**src/hw/rtl/intermittent_output_sequencer_assert.svh**
```systemverilog
// ----------------------------------------------------------------------------
// intermittent output sequencer assertion macros
// concurrent assertion wrappers, empty in synthesis
// ----------------------------------------------------------------------------
`ifndef INTERMITTENT_OUTPUT_SEQUENCER_ASSERT_SVH
`define INTERMITTENT_OUTPUT_SEQUENCER_ASSERT_SVH

`ifndef SYNTHESIS
// checked property, disabled while reset is asserted
`define IOS_ASSERT(label, clk, rst_n, prop) \
  label: assert property (@(posedge clk) disable iff (!rst_n) (prop)) \
    else $error("intermittent output sequencer assertion failed");
// checked property, also active during reset
`define IOS_ASSERT_ALWAYS(label, clk, prop) \
  label: assert property (@(posedge clk) (prop)) \
    else $error("intermittent output sequencer assertion failed");
`else
`define IOS_ASSERT(label, clk, rst_n, prop)
`define IOS_ASSERT_ALWAYS(label, clk, prop)
`endif

`endif

```
**src/hw/rtl/ios_pkg.sv**
```systemverilog
// ----------------------------------------------------------------------------
// ios_pkg
// shared types and constants of the intermittent output sequencer
// ----------------------------------------------------------------------------
package ios_pkg;

  localparam int unsigned TickW  = 20;
  localparam int unsigned CountW = 16;
  localparam int unsigned PeriodW = TickW + 1;
  localparam int unsigned CfgIdxW = 2;
  localparam int unsigned CfgDataW = 20;

  localparam logic [TickW-1:0]  ElapsedCap = 20'd600000;
  localparam logic [CountW-1:0] CycleMax   = 16'hFFFF;

  localparam logic [CfgIdxW-1:0] RegOnTicks     = 2'd0;
  localparam logic [CfgIdxW-1:0] RegOffTicks    = 2'd1;
  localparam logic [CfgIdxW-1:0] RegRepeatLimit = 2'd2;
  localparam logic [CfgIdxW-1:0] RegRepeatEn    = 2'd3;

  typedef struct packed {
    logic [TickW-1:0]  on_ticks;
    logic [TickW-1:0]  off_ticks;
    logic [CountW-1:0] repeat_limit;
    logic              repeat_enable;
  } cfg_t;

  typedef struct packed {
    logic [TickW-1:0]  elapsed;
    logic [CountW-1:0] cycles;
    logic              level;
  } state_t;

endpackage

```
**src/hw/rtl/ios_cfg.sv**
```systemverilog
// ----------------------------------------------------------------------------
// ios_cfg
// configuration register file of the intermittent output sequencer
// ----------------------------------------------------------------------------
module ios_cfg (
  input  logic                          clk_i,
  input  logic                          rst_ni,
  input  logic                          cfg_we_i,
  input  logic [ios_pkg::CfgIdxW-1:0]   cfg_idx_i,
  input  logic [ios_pkg::CfgDataW-1:0]  cfg_data_i,
  output ios_pkg::cfg_t                 cfg_o
);
  import ios_pkg::*;

  cfg_t cfg_q, cfg_d;

  always_comb begin
    cfg_d = cfg_q;
    if (cfg_we_i) begin
      case (cfg_idx_i)
        RegOnTicks:     cfg_d.on_ticks      = cfg_data_i[TickW-1:0];
        RegOffTicks:    cfg_d.off_ticks     = cfg_data_i[TickW-1:0];
        RegRepeatLimit: cfg_d.repeat_limit  = cfg_data_i[CountW-1:0];
        RegRepeatEn:    cfg_d.repeat_enable = cfg_data_i[0];
        default:        cfg_d = cfg_q;
      endcase
    end
  end

  always_ff @(posedge clk_i or negedge rst_ni) begin
    if (!rst_ni) begin
      cfg_q <= '0;
    end else begin
      cfg_q <= cfg_d;
    end
  end

  assign cfg_o = cfg_q;

endmodule

```
**src/hw/rtl/ios_core.sv**
```systemverilog
// ----------------------------------------------------------------------------
// ios_core
// channel state registers and single-tick update logic
// ----------------------------------------------------------------------------
module ios_core (
  input  logic            clk_i,
  input  logic            rst_ni,
  input  ios_pkg::cfg_t   cfg_i,
  input  logic            step_i,
  input  logic            condition_i,
  output ios_pkg::state_t state_d_o,
  output ios_pkg::state_t state_q_o
);
  import ios_pkg::*;

  state_t state_q, state_d;

  logic [PeriodW-1:0] period;
  logic               below_limit;
  logic               running;
  logic [TickW-1:0]   elapsed_adv;
  logic [TickW-1:0]   elapsed_1;
  logic [CountW-1:0]  cycles_1;

  assign period = {1'b0, cfg_i.on_ticks} + {1'b0, cfg_i.off_ticks};
  assign below_limit = (cfg_i.repeat_limit == '0) ||
                       (state_q.cycles < cfg_i.repeat_limit);
  assign elapsed_adv = (state_q.elapsed >= ElapsedCap) ? ElapsedCap
                                                       : state_q.elapsed + 1'b1;
  assign running = (condition_i && below_limit) ||
                   ((state_q.elapsed != '0) && ({1'b0, state_q.elapsed} < period)) ||
                   ((state_q.cycles != '0) && (state_q.cycles < cfg_i.repeat_limit));
  assign elapsed_1 = running ? elapsed_adv : '0;
  assign cycles_1  = (!running && !condition_i) ? '0 : state_q.cycles;

  always_comb begin
    state_d = state_q;
    if (step_i && (cfg_i.on_ticks != '0)) begin
      state_d.elapsed = elapsed_1;
      state_d.cycles  = cycles_1;
      state_d.level   = 1'b0;
      if ((elapsed_1 != '0) && (elapsed_1 < cfg_i.on_ticks)) begin
        state_d.level = 1'b1;
      end else if (cfg_i.repeat_enable && ({1'b0, elapsed_1} >= period)) begin
        // end of on+off period restarts the count
        state_d.elapsed = '0;
        if (cycles_1 != CycleMax) begin
          state_d.cycles = cycles_1 + 1'b1;
        end
      end
    end
  end

  always_ff @(posedge clk_i or negedge rst_ni) begin
    if (!rst_ni) begin
      state_q <= '0;
    end else begin
      state_q <= state_d;
    end
  end

  assign state_d_o = state_d;
  assign state_q_o = state_q;

endmodule

```
**src/hw/rtl/intermittent_output_sequencer.sv**
```systemverilog
// ----------------------------------------------------------------------------
// intermittent_output_sequencer
// one-channel on/off pulse sequencer advanced once per input transfer
// result registered, valid in the cycle after the input transfer
// throughput: one transfer per cycle while the result register is not stalled
// a stalled result register blocks new input only while it is full
// reset: asynchronous, clears configuration, channel state and result valid
// ----------------------------------------------------------------------------
`include "intermittent_output_sequencer_assert.svh"

module intermittent_output_sequencer (
  input  logic                          clk_i,
  input  logic                          rst_ni,
  input  logic                          cfg_we_i,
  input  logic [ios_pkg::CfgIdxW-1:0]   cfg_idx_i,
  input  logic [ios_pkg::CfgDataW-1:0]  cfg_data_i,
  input  logic                          in_valid_i,
  output logic                          in_stall_o,
  input  logic                          condition_i,
  output logic                          out_valid_o,
  input  logic                          out_stall_i,
  output logic                          output_on_o,
  output logic [ios_pkg::CountW-1:0]    cycles_completed_o
);
  import ios_pkg::*;

  cfg_t   cfg;
  state_t state_d;
  state_t state_q;
  logic   in_xfer;

  logic              out_valid_q, out_valid_d;
  logic              output_on_q;
  logic [CountW-1:0] cycles_q;

  assign in_stall_o = out_valid_q && out_stall_i;
  assign in_xfer    = in_valid_i && !in_stall_o;

  ios_cfg u_cfg (
    .clk_i      (clk_i),
    .rst_ni     (rst_ni),
    .cfg_we_i   (cfg_we_i),
    .cfg_idx_i  (cfg_idx_i),
    .cfg_data_i (cfg_data_i),
    .cfg_o      (cfg)
  );

  ios_core u_core (
    .clk_i       (clk_i),
    .rst_ni      (rst_ni),
    .cfg_i       (cfg),
    .step_i      (in_xfer),
    .condition_i (condition_i),
    .state_d_o   (state_d),
    .state_q_o   (state_q)
  );

  assign out_valid_d = in_xfer || (out_valid_q && out_stall_i);

  always_ff @(posedge clk_i or negedge rst_ni) begin
    if (!rst_ni) begin
      out_valid_q <= 1'b0;
    end else begin
      out_valid_q <= out_valid_d;
    end
  end

  always_ff @(posedge clk_i) begin
    if (in_xfer) begin
      output_on_q <= state_d.level;
      cycles_q    <= state_d.cycles;
    end
  end

  assign out_valid_o        = out_valid_q;
  assign output_on_o        = output_on_q;
  assign cycles_completed_o = cycles_q;

  `IOS_ASSERT(a_xfer_gives_result, clk_i, rst_ni, in_xfer |=> out_valid_o)
  `IOS_ASSERT(a_idle_holds_state, clk_i, rst_ni, !in_xfer |=> $stable(state_q))
  `IOS_ASSERT(a_elapsed_capped, clk_i, rst_ni, state_q.elapsed <= ElapsedCap)
  `IOS_ASSERT(a_level_needs_count, clk_i, rst_ni, !state_q.level || (state_q.elapsed != '0))

endmodule
```
**config.mk**
```make
export PLATFORM = sky130hd
export DESIGN_NAME = intermittent_output_sequencer
export DESIGN_NICKNAME = d
export VERILOG_FILES = /design/src/hw/rtl/ios_pkg.sv /design/src/hw/rtl/ios_cfg.sv /design/src/hw/rtl/ios_core.sv /design/src/hw/rtl/intermittent_output_sequencer.sv
export VERILOG_INCLUDE_DIRS = /design/src /design/src/hw/rtl
export SDC_FILE = /design/constraint.sdc
export NUM_CORES = 1
export LEC_CHECK = 0
export BUFFER_PORTS_ARGS = -buffer_cell sky130_fd_sc_hd__buf_2
export CORE_ASPECT_RATIO = 0.6
export CORE_UTILIZATION = 54
export CTS_BUF_LIST = sky130_fd_sc_hd__clkbuf_16
export CTS_CLUSTER_DIAMETER = 30
export DETAILED_ROUTE_END_ITERATION = 6
export PLACE_DENSITY = 0.72
export SYNTH_ARGS = -nofsm -noshare
export SYNTH_HDL_FRONTEND = slang
export SYNTH_SLANG_ARGS = --single-unit
```
**constraint.sdc**
```tcl
create_clock -name clk_i -period 10.71 [get_ports clk_i]
set_input_delay 1.6065 -clock clk_i [delete_from_list [all_inputs] [get_ports clk_i]]
set_output_delay 1.6065 -clock clk_i [all_outputs]
set_load 0.02 [all_outputs]
```
# Yosys cells after proc, flatten, opt, wreduce, memory -nomap -nowiden
# Cells that the tools add are included.
[totals]
output_inout_bits = 19
input_bits = 28
register_bits = 112
[op_classes]
n_reduce_logical = 26
n_mux = 8
add_sub_neg = 3
magnitude_cmp = 5
eq_ne = 4
[ops]
columns = ["cell", "count"]
rows = [
  ["36-bit 2-to-1 mux", 2],
  ["20-bit nonzero test", 3],
  ["20-bit 2-to-1 mux", 2],
  ["16-bit 2-to-1 mux", 2],
  ["20-bit by 20-bit adder with 21-bit output", 1],
  ["20-bit by 21-bit >= comparator with 1-bit output", 1],
  ["20-bit by 21-bit less-than comparator with 1-bit output", 1],
  ["20-bit by 1-bit adder with 20-bit output (second input constant)", 1],
  ["20-bit >= comparator (second input constant)", 1],
  ["20-bit less-than comparator", 1],
  ["17-bit 2-to-1 mux", 1],
  ["16-bit by 1-bit adder with 16-bit output (second input constant)", 1],
  ["16-bit logical NOT", 1],
  ["16-bit less-than comparator", 1],
  ["16-bit != test (second input constant)", 1],
  ["16-bit nonzero test", 1],
  ["1-bit logical AND", 9],
  ["2-bit AND reduction", 4],
  ["2-bit == test (second input constant)", 2],
  ["1-bit logical OR", 4],
  ["1-bit logical NOT", 3],
  ["2-bit by 1-bit == test with 1-bit output (second input constant)", 1],
  ["2-bit logical NOT", 1],
  ["1-bit 2-to-1 mux", 1],
]

# Logic depth before layout (Yosys ltp)
[logic_depth]
depth_word = 13
mapped_depth = 34

# Cells and area by module
# Synthesis repeated with hierarchy kept, for this count alone.
[hier_totals]
hier_cells = 892
area_unflattened_um2 = 8404.3
[by_module_without_submodules]
columns = ["module", "seq_area_each_um2", "cells_per_inst", "n_inst", "area_each_um2"]
rows = [
  ["ios_core", 925.9, 748, 1, 5689.2],
  ["ios_cfg", 1426.4, 123, 1, 2154.6],
  ["intermittent_output_sequencer", 535.5, 21, 1, 560.5],
]

# Least setup slack after synthesis
# OpenSTA, ideal clock, no wires.
[synth_timing]
path_type = "reg2reg"
startpoint = "register u_cfg.cfg_q (netlist bit u_cfg.cfg_o[18])"
endpoint = "register cycles_q[0], in the netlist cycles_completed_o[0] (data pin)"
required_time_ns = 10.448
n_path_buf = 2
period_less_slack_ns = 6.808
stages_incl_launch_ff = 32
path_slack_ns = 3.902
arrival_time_ns = 6.547
path_cell_list = "dfrtp_1 ha_1 a21o_1 a21oi_1 o21bai_1 a211o_1 a31oi_1 xor2_1 ha_1 and3_1 and3_1 a2111oi_0 a31oi_1 or3_1 nand4_1 o21a_1 o21ai_0 clkbuf_1 nor2_1 ha_1 nor2b_1 o211a_1 a2111oi_0 o21ai_0 a211o_1 and4_1 o21ai_0 inv_1 o211ai_4 buf_4 nor2_1 o22a_1"
[synth_lines]
columns = ["element", "line", "source"]
rows = [
  ["start: declaration", "ios_cfg.sv:15", "cfg_t cfg_q, cfg_d;"],
  ["start signal: assignment", "ios_cfg.sv:34", "cfg_q <= cfg_d;"],
  ["end signal: assignment", "intermittent_output_sequencer.sv:71", "cycles_q <= state_d.cycles;"],
  ["end: declaration", "intermittent_output_sequencer.sv:34", "logic [CountW-1:0] cycles_q;"],
]

==> results.py <==
metrics = {
    "critical_path": {
        "critical_path_arrival_ns": 8.70,
        "worst_path_max_delay_cell": "nor2_1",
        "cp_max_fo": 14,
        "crit_top_cell": "o21ai_0",
        "cp.required_ns": 10.85,
        "slowest_delay_ns": 0.77,
        "cp_top_family": "compound AO/OA/AOI/OAI gates",
        "crit_path_start_kind": "register",
        "path_class": "register to register",
        "cp_num_buf_inv": 0,
        "rrSetupSlack_ns": 2.15,
        "end_kind": "register",
    },
    "clock_tree": {
        "cts_tree": "yes",
        "cts_num_sinks": 112,
        "post_cts_buffers": 0,
        "postCtsHoldBufs": 0,
        "clk_latency_ns": 0.36,
        "cts-resized-gates": 0,
        "root_buffer": "clkbuf_16",
        "cts_buffers": 9,
        "htreeDepth": 3,
        "cts.clk_slew.worst_paths_ns": 0.09,
        "cts_max_path_buffers": 2,
    },
    "run": {
        "cap_violations": 0,
    },
    "detailed_routing": {
        "drtIter0Drc": 610,
        "ant_nets": 0,
        "avgViaCountPerCell": 6.26,
        "detail_route.wl_per_cell_um": 20.0,
        "wl_mm": 22.3,
        "routed-via-count": 6958,
        "drc": 0,
        "first_pass_iters": 7,
    },
    "placement": {
        "port_buffers": 46,
        "place.gp.congestion": 1.01,
        "hpwl_mm": 17.1,
        "pre_cts_ws_ns": 2.52,
    },
    "synthesis": {
        "yosys_warnings": 0,
        "syn-num-nets": 1007,
        "synth_ff_type": "dfrtp_1",
        "ys_seq_elements": 112,
        "synth_top_area_frac": 0.289,
        "synth_area_sq_um": 8230,
        "synth_edf_count": 17,
        "synthTopCellsByArea": "dfrtp_1 29%, ha_1 14%, edfxtp_1 6.2%, mux2_2 5.2%, nand2_1 3.9%",
        "ys_seq_area_frac": 0.351,
        "async_flop_share": 0.848,
        "syn_avg_cell_area_sq_um": 9.31,
        "synth_top_area_cell": "dfrtp_1",
        "netlist_instances": 884,
        "ys_types": 74,
    },
    "die": {
        "start_util": 0.561,
        "chipHeight_um": 97.6,
        "die-area_sq_um": 15800,
        "rows": 34,
        "io_pins": 47,
        "core_sq_um": 14700,
        "die_w_um": 161,
    },
    "sta": {
        "fmax_ghz": 0.117,
        "maxSlewViolCount": 0,
        "worstMarginPinSlew_ns": 1.15,
        "skew_ns": 0.0141,
        "final-setup-viol-count": 0,
        "rsz0062_at_grt": "false",
        "finalCritPeriodShare": 0.800,
        "finalSetupTns_ns": 0,
        "layout_setup_ws_ns": 2.15,
        "relSlewSlack": 0.228,
        "fin_crit_ns": 8.56,
        "hold_viol": 0,
    },
    "power": {
        "ir_drop_mv": 0.101,
        "switching_share": 0.397,
        "switching_power_uw": 597,
        "p_seq_frac": 0.361,
        "leakage_nw": 4.16,
        "power_density_nw_per_um2": 169,
        "total_power_mw": 1.50,
        "p_clk_frac": 0.228,
        "comb_power_share": 0.411,
        "p_int_uw": 907,
    },
    "finish": {
        "antenna_cells": 0,
        "drive_gt1_frac": 0.138,
        "syn_to_final_growth_pct": 7.87,
        "nets": 1031,
    },
    "worst_hold_path": {
        "hold_class": "register to register",
    },
    "global_routing": {
        "antenna_found_initial": 0,
        "grt_usage": 0.292,
        "grt_pass1_vias": 6509,
        "grt_max_degree": 59,
        "grt_first_pass_wirelength_mm": 35.6,
        "grt_overflow": 0,
    },
    "run_status": {
        "outcome": "finished clean",
    },
}
synthesized netlist by cell type (all sizes together) (3+ instances only):
cell      n
a2111oi   4
a211oi    7
nor2b     7
clkbuf   28
ha       94
nor3b     3
o211a     4
nand2b   13
o22a      5
a211o     4
o21a      7
and4      8
inv      49
o21ai    55
nand3    18
dfrtp    95
a21oi    54
nand3b    5
and2     14
and3     12
xnor2    15
xor2     19
or2       8
nor2     40
a31oi     8
nand4    23
mux2i     4
a21o     24
buf       9
nor3     16
o211ai   13
mux2     38
o311ai    3
or4       6
edfxtp   17
or3      12
o31ai     5
nor4     17
nand2    85
tightest hold or removal path, cell delays in order (launching register included):
cell	delay, ns
dfrtp_1	0.33
nand2_1	0.04
o21ai_0	0.08
through the flow:
stage / util / hold WS, ns / instances / cell area (sq um)
2_1_floorplan: - / 0.451 / 884 / 8230
3_3_place_gp: 0.585 / 0.478 / 1095 / 8580
3_5_place_dp: 0.585 / 0.486 / 1095 / 8580
4_1_cts: 0.605 / 0.503 / 1111 / 8880
5_1_grt: 0.605 / 0.518 / 1111 / 8880
6_report: 0.605 / 0.495 / 1111 / 8880
flip-flops by register name, summed over array words and instances, names as in the netlist:
signal              cells
cycles_completed_o     16
output_on_o             1
out_valid_o             1
u_cfg.cfg_o            57
u_core.state_q_o       37
final timing paths:
kind                                     start                endpoint  depth (start not counted)
max                            u_cfg.cfg_o[18]  cycles_completed_o[14]                         32
max reg2reg                    u_cfg.cfg_o[18]  cycles_completed_o[14]                         32
max in group asynchronous               rst_ni    u_core.state_q_o[16]                          2
min                        u_core.state_q_o[0]     u_core.state_q_o[0]                          2
min reg2reg                u_core.state_q_o[0]     u_core.state_q_o[0]                          2
min in group asynchronous               rst_ni         u_cfg.cfg_o[54]                          1
kinds of logic (layout without fill, tap and decap cells):
kind of cell | count (synthesis) | in the layout | synth area share
and+or+nand+nor | 293 | 293 | 0.187
adders and majority gates | 95 | 95 | 0.145
buffers and inverters | 87 | 116 | 0.0444
AOI/OAI and AO/OA | 221 | 221 | 0.179
DFF | 112 | 112 | 0.351
muxes | 42 | 42 | 0.0569
xor gates and xnor gates | 34 | 34 | 0.0362
power groups by stage:
stage	Clock, mW	Sequential (mW)	Combinational, mW
floorplan	0	0.523	0.454
global placement	0	0.549	0.592
detailed placement	0	0.549	0.600
CTS	0.348	0.541	0.606
global route	0.365	0.549	0.692
finish	0.343	0.543	0.618
routing by layer:
| metal | track usage | vias up | wire length [um] |
|---|---|---|---|
| li1 | - | 3328 | - |
| met1 | 0.454 | 3283 | 10900 |
| met2 | 0.400 | 317 | 8960 |
| met3 | 0.0755 | 30 | 2140 |
| met4 | 0.0581 | 0 | 269 |
| met5 | 0 | - | 0 |
layout by cell type (no fill, tap or decap), drive strengths merged, types with 9 or more instances in the layout:
master  synthesis  routed
xnor2          15      15
nor2           40      40
buf             9      51
nand2          85      85
dfrtp          95      95
nand3          18      18
o211ai         13      13
a21o           24      24
a21oi          54      54
inv            49      53
edfxtp         17      17
clkbuf         28       9
and3           12      12
nand2b         13      13
or3            12      12
ha             94      94
nor3           16      16
xor2           19      19
and2           14      14
nor4           17      17
nand4          23      23
mux2           38      38
o21ai          55      55
layout make-up:
class / instances / area [sq um]
repair buffers: 51 / 270
inverters: 49 / 184
well taps: 198 / 248
fillers: 1315 / 5800
clock buffers: 9 / 225
flip-flops and latches: 112 / 2890
clock inverters: 7 / 70.1
multi-input cells: 685 / 4990
Power figures use the tool's default switching activity.
